==> src/hdl/atsd_pkg.sv <==
// Shared constants and types of the adaptive-threshold step detector.
// No dependencies; imported by the channel interfaces, the detector top and the testbench.
`default_nettype none

package atsd_pkg;

  // Fixed field widths.
  localparam int TIME_W      = 32;
  localparam int COUNT_W     = 32;
  localparam int LEVEL_OUT_W = 16;

  // Configuration port and register widths.
  localparam int CFG_ADDR_W  = 3;
  localparam int CFG_DATA_W  = 16;
  localparam int WIN_LEN_W   = 6;
  localparam int THR_W       = 16;
  localparam int HYST_W      = 12;
  localparam int INTERVAL_W  = 16;
  localparam int WEIGHT_W    = 8;

  typedef enum logic [CFG_ADDR_W-1:0] {
    REG_WINDOW_LEN        = 3'd0,
    REG_THRESHOLD_FLOOR   = 3'd1,
    REG_INITIAL_THRESHOLD = 3'd2,
    REG_HYSTERESIS        = 3'd3,
    REG_MIN_INTERVAL_MS   = 3'd4,
    REG_FILTER_WEIGHT     = 3'd5
  } cfg_reg_t;

  // Register reset values.
  localparam logic [WIN_LEN_W-1:0]  WINDOW_LEN_RESET   = 6'd50;
  localparam logic [THR_W-1:0]      FLOOR_RESET        = 16'd2212;
  localparam logic [THR_W-1:0]      INIT_THR_RESET     = 16'd2294;
  localparam logic [HYST_W-1:0]     HYST_RESET         = 12'd102;
  localparam logic [INTERVAL_W-1:0] MIN_INTERVAL_RESET = 16'd250;
  localparam logic [WEIGHT_W-1:0]   WEIGHT_RESET       = 8'd38;

  // Level constants, integer part (1 LSB = 1/2048 g).
  localparam logic [12:0] LEVEL_ONE_G = 13'd2048;
  localparam logic [12:0] LEVEL_TWO_G = 13'd4096;

  // Unity weight of the low-pass filter.
  localparam logic [WEIGHT_W:0] FILTER_UNITY = 9'd256;

endpackage

`default_nettype wire

==> src/hdl/atsd_if.sv <==
// Valid/ready channels of the step detector: sample in, result out, config write.
// Depends on atsd_pkg.
`default_nettype none

interface atsd_sample_if #(
  parameter int ACCEL_BITS = 16
);
  import atsd_pkg::*;

  logic                         valid;
  logic                         ready;
  logic signed [ACCEL_BITS-1:0] accel_x;
  logic signed [ACCEL_BITS-1:0] accel_y;
  logic signed [ACCEL_BITS-1:0] accel_z;
  logic [TIME_W-1:0]            now_ms;

  modport source (output valid, accel_x, accel_y, accel_z, now_ms, input ready);
  modport sink   (input valid, accel_x, accel_y, accel_z, now_ms, output ready);
endinterface

interface atsd_result_if;
  import atsd_pkg::*;

  logic                   valid;
  logic                   ready;
  logic [COUNT_W-1:0]     step_total;
  logic                   step_seen;
  logic [LEVEL_OUT_W-1:0] filtered_level;
  logic [LEVEL_OUT_W-1:0] current_threshold;

  modport source (output valid, step_total, step_seen, filtered_level, current_threshold,
                  input ready);
  modport sink   (input valid, step_total, step_seen, filtered_level, current_threshold,
                  output ready);
endinterface

interface atsd_cfg_if;
  import atsd_pkg::*;

  logic                  valid;
  logic                  ready;
  logic [CFG_ADDR_W-1:0] addr;
  logic [CFG_DATA_W-1:0] data;

  modport source (output valid, addr, data, input ready);
  modport sink   (input valid, addr, data, output ready);
endinterface

`default_nettype wire

==> src/hdl/atsd_isqrt.sv <==
// Bit-serial floor square root, one root bit per cycle (restoring method).
// Standalone; used by adaptive_threshold_step_detector_top.
`default_nettype none

module atsd_isqrt #(
  parameter int ROOT_W = 16
) (
  input  logic                  clk,
  input  logic                  rst,
  input  logic                  start,
  input  logic [2*ROOT_W-1:0]   radicand,
  output logic                  done,
  output logic [ROOT_W-1:0]     root
);
  localparam int CNT_W = $clog2(ROOT_W + 1);

  logic                busy;
  logic [CNT_W-1:0]    steps;
  logic [2*ROOT_W-1:0] rad;
  logic [ROOT_W:0]     rem;
  logic [ROOT_W+1:0]   rem_sh;
  logic [ROOT_W+1:0]   trial;
  logic [ROOT_W+1:0]   diff;
  logic                fits;

  // Bring down the next two radicand bits, try 4*root+1.
  assign rem_sh = {rem[ROOT_W-1:0], rad[2*ROOT_W-1 -: 2]};
  assign trial  = {root, 2'b01};
  assign diff   = rem_sh - trial;
  assign fits   = rem_sh >= trial;

  always_ff @(posedge clk) begin
    if (rst) begin
      busy  <= 1'b0;
      steps <= '0;
      done  <= 1'b0;
    end else begin
      done <= busy && (steps == CNT_W'(1));
      if (start) begin
        busy  <= 1'b1;
        steps <= CNT_W'(ROOT_W);
      end else if (busy) begin
        steps <= steps - CNT_W'(1);
        if (steps == CNT_W'(1)) begin
          busy <= 1'b0;
        end
      end
    end
  end

  always_ff @(posedge clk) begin
    if (start) begin
      rad  <= radicand;
      rem  <= '0;
      root <= '0;
    end else if (busy) begin
      rad  <= rad << 2;
      rem  <= fits ? diff[ROOT_W:0] : rem_sh[ROOT_W:0];
      root <= {root[ROOT_W-2:0], fits};
    end
  end

endmodule

`default_nettype wire

==> src/hdl/adaptive_threshold_step_detector_top.sv <==
// Adaptive-threshold step detector. One sample request (three signed axes plus a
// millisecond timestamp) goes in, one result request comes out: the running step
// count, whether this sample counted a step, and the integer parts of the filtered
// magnitude and of the threshold in use. The block works on one sample at a time:
// no new sample is taken until the current one has passed every sequencer state,
// with most of the time spent in the bit-serial square root of the squares, which
// yields one root bit per cycle. The three squares and the two filter products all
// go through one shared multiplier, one product per cycle. The result sits in an
// output register, so a new sample is accepted while the last result still waits;
// the sequencer only stalls at its final step if the previous result is still
// unclaimed. Configuration writes are always ready and meant for idle periods;
// writing initial_threshold also reloads the live threshold.
// Depends on atsd_pkg, atsd_if (channel interfaces) and atsd_isqrt.
`default_nettype none

module adaptive_threshold_step_detector_top #(
  parameter int ACCEL_BITS    = 16,
  parameter int FRACTION_BITS = 8
) (
  input  logic                 clk,
  input  logic                 rst,
  atsd_sample_if.sink          sample,
  atsd_result_if.source        result,
  atsd_cfg_if.sink             cfg
);
  import atsd_pkg::*;

  // Level width: integer part covers the root and the 16-bit thresholds.
  localparam int LVL_W = ((ACCEL_BITS > THR_W) ? ACCEL_BITS : THR_W) + FRACTION_BITS;
  localparam int MB_W  = (ACCEL_BITS > WEIGHT_W + 1) ? ACCEL_BITS : WEIGHT_W + 1;
  localparam int SQ_W  = 2 * ACCEL_BITS;
  localparam int ACC_W = (SQ_W > LVL_W + WEIGHT_W) ? SQ_W : LVL_W + WEIGHT_W;
  localparam int MUL_W = LVL_W + MB_W;

  typedef enum logic [6:0] {
    S_IDLE = 7'b0000001,
    S_SQ   = 7'b0000010,  // three squares, accumulated
    S_SQRT = 7'b0000100,  // wait for root
    S_FILT = 7'b0001000,  // two weighted products, then sum
    S_WIN  = 7'b0010000,  // window min/max/count
    S_MID  = 7'b0100000,  // threshold recompute at window end
    S_DET  = 7'b1000000   // crossing detect, result load
  } state_t;

  state_t state;
  logic [1:0] phase;

  // Captured sample.
  logic signed [ACCEL_BITS-1:0] ax, ay, az;
  logic [TIME_W-1:0]            now_q;

  // Configuration registers. initial_threshold only acts at its write, where it
  // loads the live threshold, so it needs no register of its own.
  logic [WIN_LEN_W-1:0]  win_len;
  logic [THR_W-1:0]      thr_floor;
  logic [HYST_W-1:0]     hyst;
  logic [INTERVAL_W-1:0] min_int;
  logic [WEIGHT_W-1:0]   fweight;

  // Detector state.
  logic [LVL_W-1:0]     filt;
  logic [LVL_W-1:0]     threshold;
  logic [LVL_W-1:0]     wlow;
  logic [LVL_W-1:0]     whigh;
  logic [WIN_LEN_W-1:0] wcount;
  logic                 win_due;
  logic                 armed;
  logic [TIME_W-1:0]    last_step;
  logic [COUNT_W-1:0]   step_count;

  // Shared multiplier and accumulator.
  logic [LVL_W-1:0] mul_a;
  logic [MB_W-1:0]  mul_b;
  logic [MUL_W-1:0] mul_full;
  logic [ACC_W-1:0] prod;
  logic [ACC_W-1:0] acc;
  logic [ACC_W-1:0] acc_sum;

  logic signed [ACCEL_BITS-1:0] axis_sel;
  logic [ACCEL_BITS-1:0]        axis_abs;

  logic                  sq_start;
  logic                  sq_done;
  logic [ACCEL_BITS-1:0] root;
  logic [LVL_W-1:0]      mag;
  logic [LVL_W-1:0]      filt_new;

  logic [WIN_LEN_W-1:0] wcount_next;
  logic [LVL_W-1:0]     wlow_next;
  logic [LVL_W-1:0]     whigh_next;
  logic [LVL_W:0]       mid_sum;
  logic [LVL_W-1:0]     mid;
  logic [LVL_W-1:0]     floor_lvl;

  logic [LVL_W:0]       hyst_up;
  logic                 rise;
  logic                 rearm;
  logic [TIME_W-1:0]    elapsed;
  logic                 step_hit;
  logic [COUNT_W-1:0]   step_count_next;

  logic out_valid;
  logic out_free;

  logic sample_take;

  // ---------------------------------------------------------------------------
  // Handshakes
  // ---------------------------------------------------------------------------
  assign sample.ready = (state == S_IDLE);
  assign sample_take  = sample.valid && sample.ready;
  assign cfg.ready    = 1'b1;
  assign result.valid = out_valid;
  assign out_free     = !out_valid || result.ready;

  // ---------------------------------------------------------------------------
  // Shared multiplier: axis squares, then w*mag and (256-w)*filtered
  // ---------------------------------------------------------------------------
  always_comb begin
    unique case (phase)
      2'd0:    axis_sel = ax;
      2'd1:    axis_sel = ay;
      default: axis_sel = az;
    endcase
  end

  // Magnitude of the axis; the most negative code maps to 2^(ACCEL_BITS-1).
  assign axis_abs = axis_sel[ACCEL_BITS-1] ? ACCEL_BITS'(-axis_sel) : ACCEL_BITS'(axis_sel);

  always_comb begin
    mul_a = '0;
    mul_b = '0;
    if (state == S_SQ) begin
      mul_a = LVL_W'(axis_abs);
      mul_b = MB_W'(axis_abs);
    end else if (state == S_FILT) begin
      if (phase == 2'd0) begin
        mul_a = mag;
        mul_b = MB_W'(fweight);
      end else begin
        mul_a = filt;
        mul_b = MB_W'(FILTER_UNITY - {1'b0, fweight});
      end
    end
  end

  assign mul_full = mul_a * mul_b;
  assign acc_sum  = acc + prod;

  // Square root of the sum of squares.
  assign sq_start = (state == S_SQ) && (phase == 2'd3);

  atsd_isqrt #(
    .ROOT_W (ACCEL_BITS)
  ) u_isqrt (
    .clk      (clk),
    .rst      (rst),
    .start    (sq_start),
    .radicand (acc_sum[SQ_W-1:0]),
    .done     (sq_done),
    .root     (root)
  );

  assign mag      = LVL_W'(root) << FRACTION_BITS;
  assign filt_new = acc_sum[LVL_W+WEIGHT_W-1:WEIGHT_W];

  // ---------------------------------------------------------------------------
  // Window and threshold
  // ---------------------------------------------------------------------------
  assign wcount_next = wcount + WIN_LEN_W'(1);
  assign wlow_next   = (filt < wlow)  ? filt : wlow;
  assign whigh_next  = (filt > whigh) ? filt : whigh;
  assign mid_sum     = {1'b0, wlow} + {1'b0, whigh};
  assign mid         = mid_sum[LVL_W:1];
  assign floor_lvl   = LVL_W'(thr_floor) << FRACTION_BITS;

  // ---------------------------------------------------------------------------
  // Crossing detection
  // ---------------------------------------------------------------------------
  // filt < threshold - hysteresis, rewritten without a negative range.
  assign hyst_up  = {1'b0, filt} + ((LVL_W + 1)'(hyst) << FRACTION_BITS);
  assign rearm    = hyst_up < {1'b0, threshold};
  assign rise     = !armed && (filt > threshold);
  assign elapsed  = now_q - last_step;
  assign step_hit = rise && (elapsed > TIME_W'(min_int));
  assign step_count_next = step_count + COUNT_W'(step_hit);

  // ---------------------------------------------------------------------------
  // Sequencer and state
  // ---------------------------------------------------------------------------
  always_ff @(posedge clk) begin
    if (rst) begin
      state      <= S_IDLE;
      phase      <= '0;
      out_valid  <= 1'b0;
      win_len    <= WINDOW_LEN_RESET;
      thr_floor  <= FLOOR_RESET;
      hyst       <= HYST_RESET;
      min_int    <= MIN_INTERVAL_RESET;
      fweight    <= WEIGHT_RESET;
      filt       <= LVL_W'(LEVEL_ONE_G) << FRACTION_BITS;
      threshold  <= LVL_W'(INIT_THR_RESET) << FRACTION_BITS;
      wlow       <= LVL_W'(LEVEL_TWO_G) << FRACTION_BITS;
      whigh      <= '0;
      wcount     <= '0;
      win_due    <= 1'b0;
      armed      <= 1'b0;
      last_step  <= '0;
      step_count <= '0;
    end else begin
      // A new result fills the output register; otherwise a claimed one leaves it.
      if ((state == S_DET) && out_free) begin
        out_valid <= 1'b1;
      end else if (result.ready) begin
        out_valid <= 1'b0;
      end

      unique case (state)
        S_IDLE: begin
          if (sample_take) begin
            state <= S_SQ;
            phase <= 2'd0;
          end
        end
        S_SQ: begin
          phase <= phase + 2'd1;
          if (phase == 2'd3) begin
            state <= S_SQRT;
          end
        end
        S_SQRT: begin
          if (sq_done) begin
            state <= S_FILT;
            phase <= 2'd0;
          end
        end
        S_FILT: begin
          phase <= phase + 2'd1;
          if (phase == 2'd2) begin
            filt  <= filt_new;
            state <= S_WIN;
          end
        end
        S_WIN: begin
          wlow    <= wlow_next;
          whigh   <= whigh_next;
          wcount  <= wcount_next;
          win_due <= wcount_next >= win_len;  // zero length: every sample
          state   <= S_MID;
        end
        S_MID: begin
          if (win_due) begin
            threshold <= (mid > floor_lvl) ? mid : floor_lvl;
            wlow      <= LVL_W'(LEVEL_TWO_G) << FRACTION_BITS;
            whigh     <= '0;
            wcount    <= '0;
          end
          state <= S_DET;
        end
        S_DET: begin
          if (out_free) begin
            if (rise) begin
              armed <= 1'b1;
            end else if (rearm) begin
              armed <= 1'b0;
            end
            if (step_hit) begin
              last_step <= now_q;
            end
            step_count <= step_count_next;
            state      <= S_IDLE;
          end
        end
        default: state <= S_IDLE;
      endcase

      // Register writes; initial threshold loads the live threshold.
      if (cfg.valid && cfg.ready) begin
        unique case (cfg_reg_t'(cfg.addr))
          REG_WINDOW_LEN:        win_len <= cfg.data[WIN_LEN_W-1:0];
          REG_THRESHOLD_FLOOR:   thr_floor <= cfg.data[THR_W-1:0];
          REG_INITIAL_THRESHOLD: begin
            threshold <= LVL_W'(cfg.data[THR_W-1:0]) << FRACTION_BITS;
          end
          REG_HYSTERESIS:        hyst <= cfg.data[HYST_W-1:0];
          REG_MIN_INTERVAL_MS:   min_int <= cfg.data[INTERVAL_W-1:0];
          REG_FILTER_WEIGHT:     fweight <= cfg.data[WEIGHT_W-1:0];
          default: ;
        endcase
      end
    end
  end

  // Datapath registers: sample capture, product and accumulator.
  always_ff @(posedge clk) begin
    if (sample_take) begin
      ax    <= sample.accel_x;
      ay    <= sample.accel_y;
      az    <= sample.accel_z;
      now_q <= sample.now_ms;
      prod  <= '0;
      acc   <= '0;
    end else if (state == S_SQ) begin
      prod <= mul_full[ACC_W-1:0];
      acc  <= acc_sum;
    end else if (state == S_FILT) begin
      prod <= mul_full[ACC_W-1:0];
      acc  <= prod;
    end
  end

  // Result register.
  always_ff @(posedge clk) begin
    if ((state == S_DET) && out_free) begin
      result.step_total        <= step_count_next;
      result.step_seen         <= step_hit;
      result.filtered_level    <= filt[FRACTION_BITS +: LEVEL_OUT_W];
      result.current_threshold <= threshold[FRACTION_BITS +: LEVEL_OUT_W];
    end
  end

  // ---------------------------------------------------------------------------
  // Assertions
  // ---------------------------------------------------------------------------
  a_root_in_wait: assert property (@(posedge clk) disable iff (rst)
    sq_done |-> state == S_SQRT)
    else $error("square root finished outside its wait state");

  a_accept_starts: assert property (@(posedge clk) disable iff (rst)
    sample.valid && sample.ready |=> state == S_SQ && phase == 2'd0)
    else $error("accepted sample did not start the square sequence");

  a_count_step: assert property (@(posedge clk) disable iff (rst)
    !$past(rst) && step_count != $past(step_count)
      |-> step_count == $past(step_count) + COUNT_W'(1) && $past(state) == S_DET)
    else $error("step count moved by other than one step at the decision");

  a_floor_held: assert property (@(posedge clk) disable iff (rst)
    state == S_MID && win_due |=> threshold >= floor_lvl)
    else $error("recomputed threshold below floor");

  a_result_load: assert property (@(posedge clk) disable iff (rst)
    state == S_DET && out_free |=> out_valid && state == S_IDLE)
    else $error("decision did not load a result");

endmodule

`default_nettype wire

==> src/flat_wrapper.sv <==
// flat-port wrapper written by rule: the top's interface ports become plain ports
module adaptive_threshold_step_detector_top_flat import atsd_pkg::*;
#(
  parameter int ACCEL_BITS    = 16,
  parameter int FRACTION_BITS = 8
)
  (clk, rst, sample_valid, sample_accel_x, sample_accel_y, sample_accel_z, sample_now_ms, sample_ready, result_valid, result_step_total, result_step_seen, result_filtered_level, result_current_threshold, result_ready, cfg_valid, cfg_addr, cfg_data, cfg_ready);
  atsd_sample_if #(.ACCEL_BITS(ACCEL_BITS)) sample_i ();
  atsd_result_if result_i ();
  atsd_cfg_if cfg_i ();
  input  logic clk;
  input  logic rst;
  input wire logic [$bits(sample_i.valid)-1:0] sample_valid;
  input wire logic [$bits(sample_i.accel_x)-1:0] sample_accel_x;
  input wire logic [$bits(sample_i.accel_y)-1:0] sample_accel_y;
  input wire logic [$bits(sample_i.accel_z)-1:0] sample_accel_z;
  input wire logic [$bits(sample_i.now_ms)-1:0] sample_now_ms;
  output wire logic [$bits(sample_i.ready)-1:0] sample_ready;
  output wire logic [$bits(result_i.valid)-1:0] result_valid;
  output wire logic [$bits(result_i.step_total)-1:0] result_step_total;
  output wire logic [$bits(result_i.step_seen)-1:0] result_step_seen;
  output wire logic [$bits(result_i.filtered_level)-1:0] result_filtered_level;
  output wire logic [$bits(result_i.current_threshold)-1:0] result_current_threshold;
  input wire logic [$bits(result_i.ready)-1:0] result_ready;
  input wire logic [$bits(cfg_i.valid)-1:0] cfg_valid;
  input wire logic [$bits(cfg_i.addr)-1:0] cfg_addr;
  input wire logic [$bits(cfg_i.data)-1:0] cfg_data;
  output wire logic [$bits(cfg_i.ready)-1:0] cfg_ready;
  assign sample_i.valid = sample_valid;
  assign sample_i.accel_x = sample_accel_x;
  assign sample_i.accel_y = sample_accel_y;
  assign sample_i.accel_z = sample_accel_z;
  assign sample_i.now_ms = sample_now_ms;
  assign sample_ready = sample_i.ready;
  assign result_valid = result_i.valid;
  assign result_step_total = result_i.step_total;
  assign result_step_seen = result_i.step_seen;
  assign result_filtered_level = result_i.filtered_level;
  assign result_current_threshold = result_i.current_threshold;
  assign result_i.ready = result_ready;
  assign cfg_i.valid = cfg_valid;
  assign cfg_i.addr = cfg_addr;
  assign cfg_i.data = cfg_data;
  assign cfg_ready = cfg_i.ready;
  adaptive_threshold_step_detector_top #(.ACCEL_BITS(ACCEL_BITS), .FRACTION_BITS(FRACTION_BITS)) u_core (.clk(clk), .rst(rst), .sample(sample_i), .result(result_i), .cfg(cfg_i));
endmodule
==> config.mk <==
export PLATFORM = sky130hd
export DESIGN_NAME = adaptive_threshold_step_detector_top_flat
export DESIGN_NICKNAME = d
export VERILOG_FILES = /design/src/hdl/atsd_pkg.sv /design/src/hdl/atsd_if.sv /design/src/hdl/atsd_isqrt.sv /design/src/hdl/adaptive_threshold_step_detector_top.sv /design/src/flat_wrapper.sv
export SDC_FILE = /design/constraint.sdc
export NUM_CORES = 2
export LEC_CHECK = 0
export BUFFER_PORTS_ARGS = -buffer_cell sky130_fd_sc_hd__buf_2
export CELL_PAD_IN_SITES_DETAIL_PLACEMENT = 1
export CELL_PAD_IN_SITES_GLOBAL_PLACEMENT = 1
export CORE_MARGIN = 2
export CORE_UTILIZATION = 25
export CTS_BUF_LIST = sky130_fd_sc_hd__clkbuf_16
export CTS_CLUSTER_SIZE = 14
export DETAILED_ROUTE_END_ITERATION = 7
export HOLD_SLACK_MARGIN = 0.02
export PLACE_DENSITY_LB_ADDON = 0.1
export SLEW_MARGIN = 20
export SYNTH_ARGS = -nofsm -noshare
export SYNTH_HDL_FRONTEND = slang
export SYNTH_HIERARCHICAL = 1
export SYNTH_SLANG_ARGS = --single-unit
==> constraint.sdc <==
create_clock -name clk -period 21.8 [get_ports clk]
set_input_delay 1.09 -clock clk [delete_from_list [all_inputs] [get_ports clk]]
set_output_delay 1.09 -clock clk [all_outputs]
set_load 0.05 [all_outputs]
After elaboration in Yosys (flattened, before gate mapping). Cells that the tools add are included.

$add $sub $neg: 11. Multipliers: 1. $lt $le $gt $ge: 8. Equality and inequality tests: 24. Multiplexer cells: 46. Reductions and logical operators: 33.

Operator list (count): two-way mux 24 bit (12); two-way mux 32 bit (6); one-hot mux 24 bit (2 select lines) (2); two-way mux 16 bit (5); greater-than comparator 24 bit (3); one-hot mux 7 bit (7 select lines) (1); two-way mux 7 bit (5); adder 32 x 1 -> 32 bit (1); adder 32 bit (1); greater-than comparator 32 x 16 -> 1 bit (1); multiplier 24 x 16 -> 32 bit (1); one-hot mux 16 bit (2 select lines) (1); subtractor 32 bit (1); adder 24 x 20 -> 25 bit (1); adder 24 x 24 -> 25 bit (1); less-than comparator 25 x 24 -> 1 bit (1); less-than comparator 24 bit (1); greater-or-equal comparator 18 bit (1); negation 16 bit (1); AND reduction 2 bit (8); subtractor 16 bit (1); AND reduction 3 bit (5); one-hot mux 6 bit (2 select lines) (1); two-way mux 5 bit (2); other kinds (33) (60).

Register bits after elaboration: 516. Bits of input ports: 104. Output and inout port bits: 68. Word-level logic and storage cells: 157.

Depth between registers and ports, before layout.
Depth after elaboration: 8. Mapped depth: 40. Gate-level depth less buffers: 36.

Modules after synthesis. The synthesis kept the hierarchy.

By module, submodules not included: adaptive_threshold_step_detector_top (times used 1, cells each 4235, area an instance 37101.8 µm², sequential area each 10359.9 µm²); atsd_isqrt (times used 1, cells each 354, area an instance 3747.3 µm², sequential area each 1741.7 µm²).

Least setup slack after synthesis. No wires, ideal clock.

Kind: register -> register. Start point: reg u_core.phase[0]. End point: reg u_core.prod[31]. Library setup time: 0.279 ns. Arrival time: 7.976 ns. Data required time: 21.521 ns. Path slack: 13.544 ns. Cell stages (with the launch flop): 35. Path buffers: 4. Clock period less this slack: 8.256 ns. Cell sequence: dfxtp_1 > inv_1 > ha_1 > buf_2 > buf_2 > a22o_1 > a21oi_1 > clkbuf_1 > a31oi_1 > xnor2_1 > nand2_1 > o21a_1 > clkbuf_1 > nor2_1 > fa_1 > inv_1 > fa_1 > inv_1 > fa_1 > fa_1 > fa_1 > inv_1 > fa_1 > inv_1 > ha_1 > a21o_1 > a21oi_1 > a2bb2oi_1 > o31a_1 > a211o_1 > a41oi_1 > a221oi_1 > xnor3_1 > nand2_1 > a21oi_1.

Longest elaborated chain between the ends: 8. Elaborated cells on any way between the ends: 14. Classes of those cells: add/sub (1); mul (1); eq/ne (1); mux (10); reduce/logical (1).

RTL lines: from (decl) (line adaptive_threshold_step_detector_top.sv:46) `logic [1:0] phase;`; from (signal assigned) (line adaptive_threshold_step_detector_top.sv:226) `phase <= phase + 2'd1;`; from (signal assigned) (line adaptive_threshold_step_detector_top.sv:238) `phase <= phase + 2'd1;`; equality test 2 x 1 -> 1 bit / logical NOT 2 bit (equally long branches) (line adaptive_threshold_step_detector_top.sv:120, adaptive_threshold_step_detector_top.sv:137); one-hot mux 16 bit (2 select lines) (line adaptive_threshold_step_detector_top.sv:120) `unique case (phase)`; negation 16 bit (line adaptive_threshold_step_detector_top.sv:128) `assign axis_abs = axis_sel[ACCEL_BITS-1] ? ACCEL_BITS'(-axis_sel) : ACCEL_BITS'(axis_sel);`; two-way mux 16 bit (line adaptive_threshold_step_detector_top.sv:128); two-way mux 24 bit / two-way mux 16 bit (equally long branches) (line adaptive_threshold_step_detector_top.sv:133) `if (state == S_SQ) begin`; multiplier 24 x 16 -> 32 bit (*) (line adaptive_threshold_step_detector_top.sv:147) `assign mul_full = mul_a * mul_b;`; two-way mux 32 bit (line adaptive_threshold_step_detector_top.sv:306) `end else if (state == S_FILT) begin`; two-way mux 32 bit (*) (line adaptive_threshold_step_detector_top.sv:303) `end else if (state == S_SQ) begin`; to (signal assigned) (line adaptive_threshold_step_detector_top.sv:304) `prod <= mul_full[ACC_W-1:0];`; to (signal assigned) (line adaptive_threshold_step_detector_top.sv:307) `prod <= mul_full[ACC_W-1:0];`; to (decl) (line adaptive_threshold_step_detector_top.sv:75) `logic [ACC_W-1:0] prod;`.

Every way passes the cells marked *; elsewhere a longest branch is shown, timed or not. The select of a mux whose other input is x is not followed. A chain may end at the register's enable or synchronous reset.

Worst setup path in the final report.
Start point: reg u_core.phase[0]. End point: reg u_core.prod[30].

Same word-level chain as after synthesis.

==> impl_metrics.csv <==
group,metric,value,unit
run_status,outcome,"completed",
floorplanning,dieHeight,408,um
cts,root_buffer,"clkbuf_16",
timing,drv_slew,0,
cts,clock_latency,0.69,ns
logic_synthesis,synth_ff_type,"dfxtp_1",
layout,final_cells,6980,
timing,period_share,44.3,%
logic_synthesis,syn_area,40800,sq um
grt,grt_usage,18.6,%
logic_synthesis,avgSynthCellArea,8.90,sq um
cts,cts_buffers,70,
logic_synthesis,synth_top_area_share,16.6,%
floorplanning,ios,172,
logic_synthesis,yosys.area.top_type,"dfxtp_1",
layout,fillers,19095,
grt,overflow,0,
grt,grt_max_degree,138,
route,vias,33264,
timing,setup_viol,0,
cts,clock_path_buffers,3,
timing,final-hold-violation-count,0,
power_and_ir_drop,irDropWorstVdd,0.0558,mV
cts,hold_buffers,0,
placed_design,dpl.hpwl,120000,um
layout,drive_above_1_share,10.0,%
worst_setup_path,cp_max_fo,18,
logic_synthesis,synthArstFlopShare,0,%
route,drt-vias-per-instance,4.77,
route,detail-route-antenna-nets,0,
grt,first_global_vias,35187,
cts,ctsResizeCount,0,
timing,fmax,104,MHz
logic_synthesis,syn-instance-count,4589,
timing,maxSlewHeadroom,24.0,%
timing,rsz0062_at_grt,"no",
floorplanning,die_x,408,um
floorplanning,dieArea,167000,sq um
cts,cts.sinks,516,
logic_synthesis,synth-edff-count,177,
worst_setup_path,critPathCaptureType,"register",
power_and_ir_drop,power_density,60.0,nW/um^2
timing,worstMarginPinSlew,1.14,ns
logic_synthesis,ys_seq_area_share,29.6,%
timing,fin_crit,9.65,ns
logic_synthesis,ys_warn_count,6,
flow_run,drv_cap,0,
floorplanning,rows,148,
worst_setup_path,cpPeakStageDelay,0.60,ns
timing,clock_skew,0.0575,ns
placed_design,place.gp.congestion,0.817,
floorplanning,start_util,25.1,%
logic_synthesis,synth_seq_cells,516,
cts,cts_tree,"done",
grt,antenna_found_initial,16,
cts,post_cts_buffers,0,
route,drt_iter0_markers,1883,
worst_setup_path,cpMostUsedCell,"fa_1",
logic_synthesis,synthTopCellsByArea,"dfxtp_1 17%, fa_1 14%, edfxtp_1 13%, ha_1 10%, nand2_1 6.0%",
route,drt-total-wl,155000,um
layout,final_util,28.7,%
route,drc,0,
worst_setup_path,critical_path_class,"reg2reg",
floorplanning,core-area,163000,sq um
power_and_ir_drop,leakage,19.7,nW
route,drtPass1Iterations,5,
worst_setup_path,critPathSlowestCell,"o21ai_1",
worst_setup_path,critPathLaunchType,"register",
worst_setup_path,crit_arrival,10.23,ns
cts,cts.clk_slew.worst_paths,0.06,ns
placed_design,portBuffers,170,
min_path,min_path_type,"reg2reg",
logic_synthesis,ys_types,104,
worst_setup_path,crit_required,22.37,ns
cts,htreeDepth,3,
layout,area_growth,14.2,%
layout,nets,5463,
route,wl_per_cell,22.3,um
placed_design,placed_cells,6850,
timing,finalSetupTns,0,ns
grt,grt_pass1_wl,234000,um
layout by cell type, fill, tap and decap left out, types with 30 or more instances in the layout:
cell type	n
nor2_1	353
mux2_2	60
a21oi_1	304
clkbuf_16	72
nor3b_1	40
nand4_1	47
conb_1	33
inv_1	559
a21o_1	90
nor3_1	101
nand3_1	81
dfxtp_1	338
a311oi_1	31
nand2_1	654
fa_1	283
xor2_1	71
buf_2	169
a32oi_1	35
edfxtp_1	177
buf_4	75
xnor2_1	114
o21ai_0	130
nand2b_1	30
and2_1	34
nor2b_1	33
mux2i_1	89
ha_1	328
a22o_1	40
flip-flops by register name, summed over array words and instances, names as in the netlist, 12 cells and up:
| register | count |
|---|---|
| u_core/acc | 32 |
| u_core/ax | 16 |
| u_core/ay | 16 |
| u_core/az | 16 |
| u_core/filt | 24 |
| u_core/hyst | 12 |
| u_core/last_step | 32 |
| u_core/min_int | 16 |
| u_core/now_q | 32 |
| u_core/prod | 32 |
| u_core/result.current_threshold | 16 |
| u_core/result.filtered_level | 16 |
| u_core/result.step_total | 32 |
| u_core/step_count | 32 |
| u_core/thr_floor | 16 |
| u_core/threshold | 24 |
| u_core/u_isqrt/rad | 32 |
| u_core/u_isqrt/rem | 16 |
| u_core/u_isqrt/root | 16 |
| u_core/whigh | 24 |
| u_core/wlow | 24 |
report_power, final:
group	internal [mW]	switching, mW	total (mW)
logic	0.173	0.311	0.484
clock network	0.744	0.513	1.26
registers	1.03	0.0277	1.06
total	1.95	0.851	2.80
area by class of cell:
type / instances / area [sq um] / area share, %
Antenna cell: 2 / 5.00 / 0.0107
Clock buffer: 72 / 1800 / 3.86
Clock inverter: 56 / 701 / 1.50
Inverter: 551 / 2070 / 4.44
Multi-Input combinational cell: 3362 / 25800 / 55.3
Sequential cell: 516 / 12100 / 25.9
Tap cell: 2175 / 2720 / 5.83
Timing Repair Buffer: 246 / 1440 / 3.09
layer usage:
layer	GRT usage [%]	share of wire [%]
met5	0	0
met4	3.27	1.6
met3	2.01	3.0
met2	29.8	45
met1	27.1	50
worst paths after layout:
kind / slack, ns / cells after the start / start / end
min reg2reg: 0.44 / 0 / u_core/threshold[21]$_SDFF_PP0_ / u_core/result.current_threshold[13]$_DFFE_PP_
max: 12.15 / 32 / u_core/phase[0]$_SDFFE_PP0P_ / u_core/prod[30]$_SDFFE_PP0P_
min: 0.44 / 0 / u_core/threshold[21]$_SDFF_PP0_ / u_core/result.current_threshold[13]$_DFFE_PP_
max reg2reg: 12.15 / 32 / u_core/phase[0]$_SDFFE_PP0P_ / u_core/prod[30]$_SDFFE_PP0P_
cells by family after synthesis:
group                      Yosys count  synth area share (%)
DFF                                516                  29.6
muxes                              149                  3.83
other                                2                0.0184
and+or+nand+nor                   1498                  16.6
xor gates and xnor gates           187                  4.04
AOI/OAI and AO/OA                  883                  14.4
buffers and inverters              742                  7.62
adders and majority gates          612                  23.9
critical path: cells and delay by family (launching register included):
family	cells	cell delay (ns)
flops	1	0.33
xor+xnor	1	0.24
fa+ha+maj	8	3.95
buf+inv	5	0.48
mux	1	0.20
compound gates	6	1.98
simple gates	11	2.36
synthesized netlist by cell type, drive strengths merged, types with 9 or more instances:
| master | number |
|---|---|
| dfxtp | 339 |
| a211o | 14 |
| o211ai | 30 |
| or3 | 29 |
| a31oi | 17 |
| o21a | 26 |
| inv | 551 |
| mux2i | 89 |
| nand3 | 81 |
| mux2 | 60 |
| a211oi | 28 |
| and3 | 29 |
| nor3b | 40 |
| xnor2 | 115 |
| nand2 | 654 |
| a2111oi | 11 |
| nor2 | 361 |
| edfxtp | 177 |
| a311oi | 32 |
| o21ai | 147 |
| clkbuf | 143 |
| nor4 | 14 |
| nand4 | 47 |
| a21oi | 307 |
| a22o | 40 |
| ha | 329 |
| nor2b | 35 |
| and2 | 36 |
| a21o | 91 |
| o21bai | 16 |
| fa | 283 |
| o31a | 9 |
| nor3 | 104 |
| buf | 47 |
| a32oi | 35 |
| xor2 | 71 |
| nand2b | 31 |
per-stage QoR:
stage / power, mW / worst slack (ns) / area, sq um / hold WS, ns
CTS: 2.86 / 12.05 / 46700 / 0.449
global placement: 1.57 / 12.23 / 44200 / 0.436
global route: 2.94 / 11.25 / 46700 / 0.473
finish: 2.80 / 12.15 / 46700 / 0.443
floorplan: 1.40 / 13.54 / 41000 / 0.408
detailed placement: 1.57 / 12.03 / 44200 / 0.440
Power figures use the tool's default switching activity.
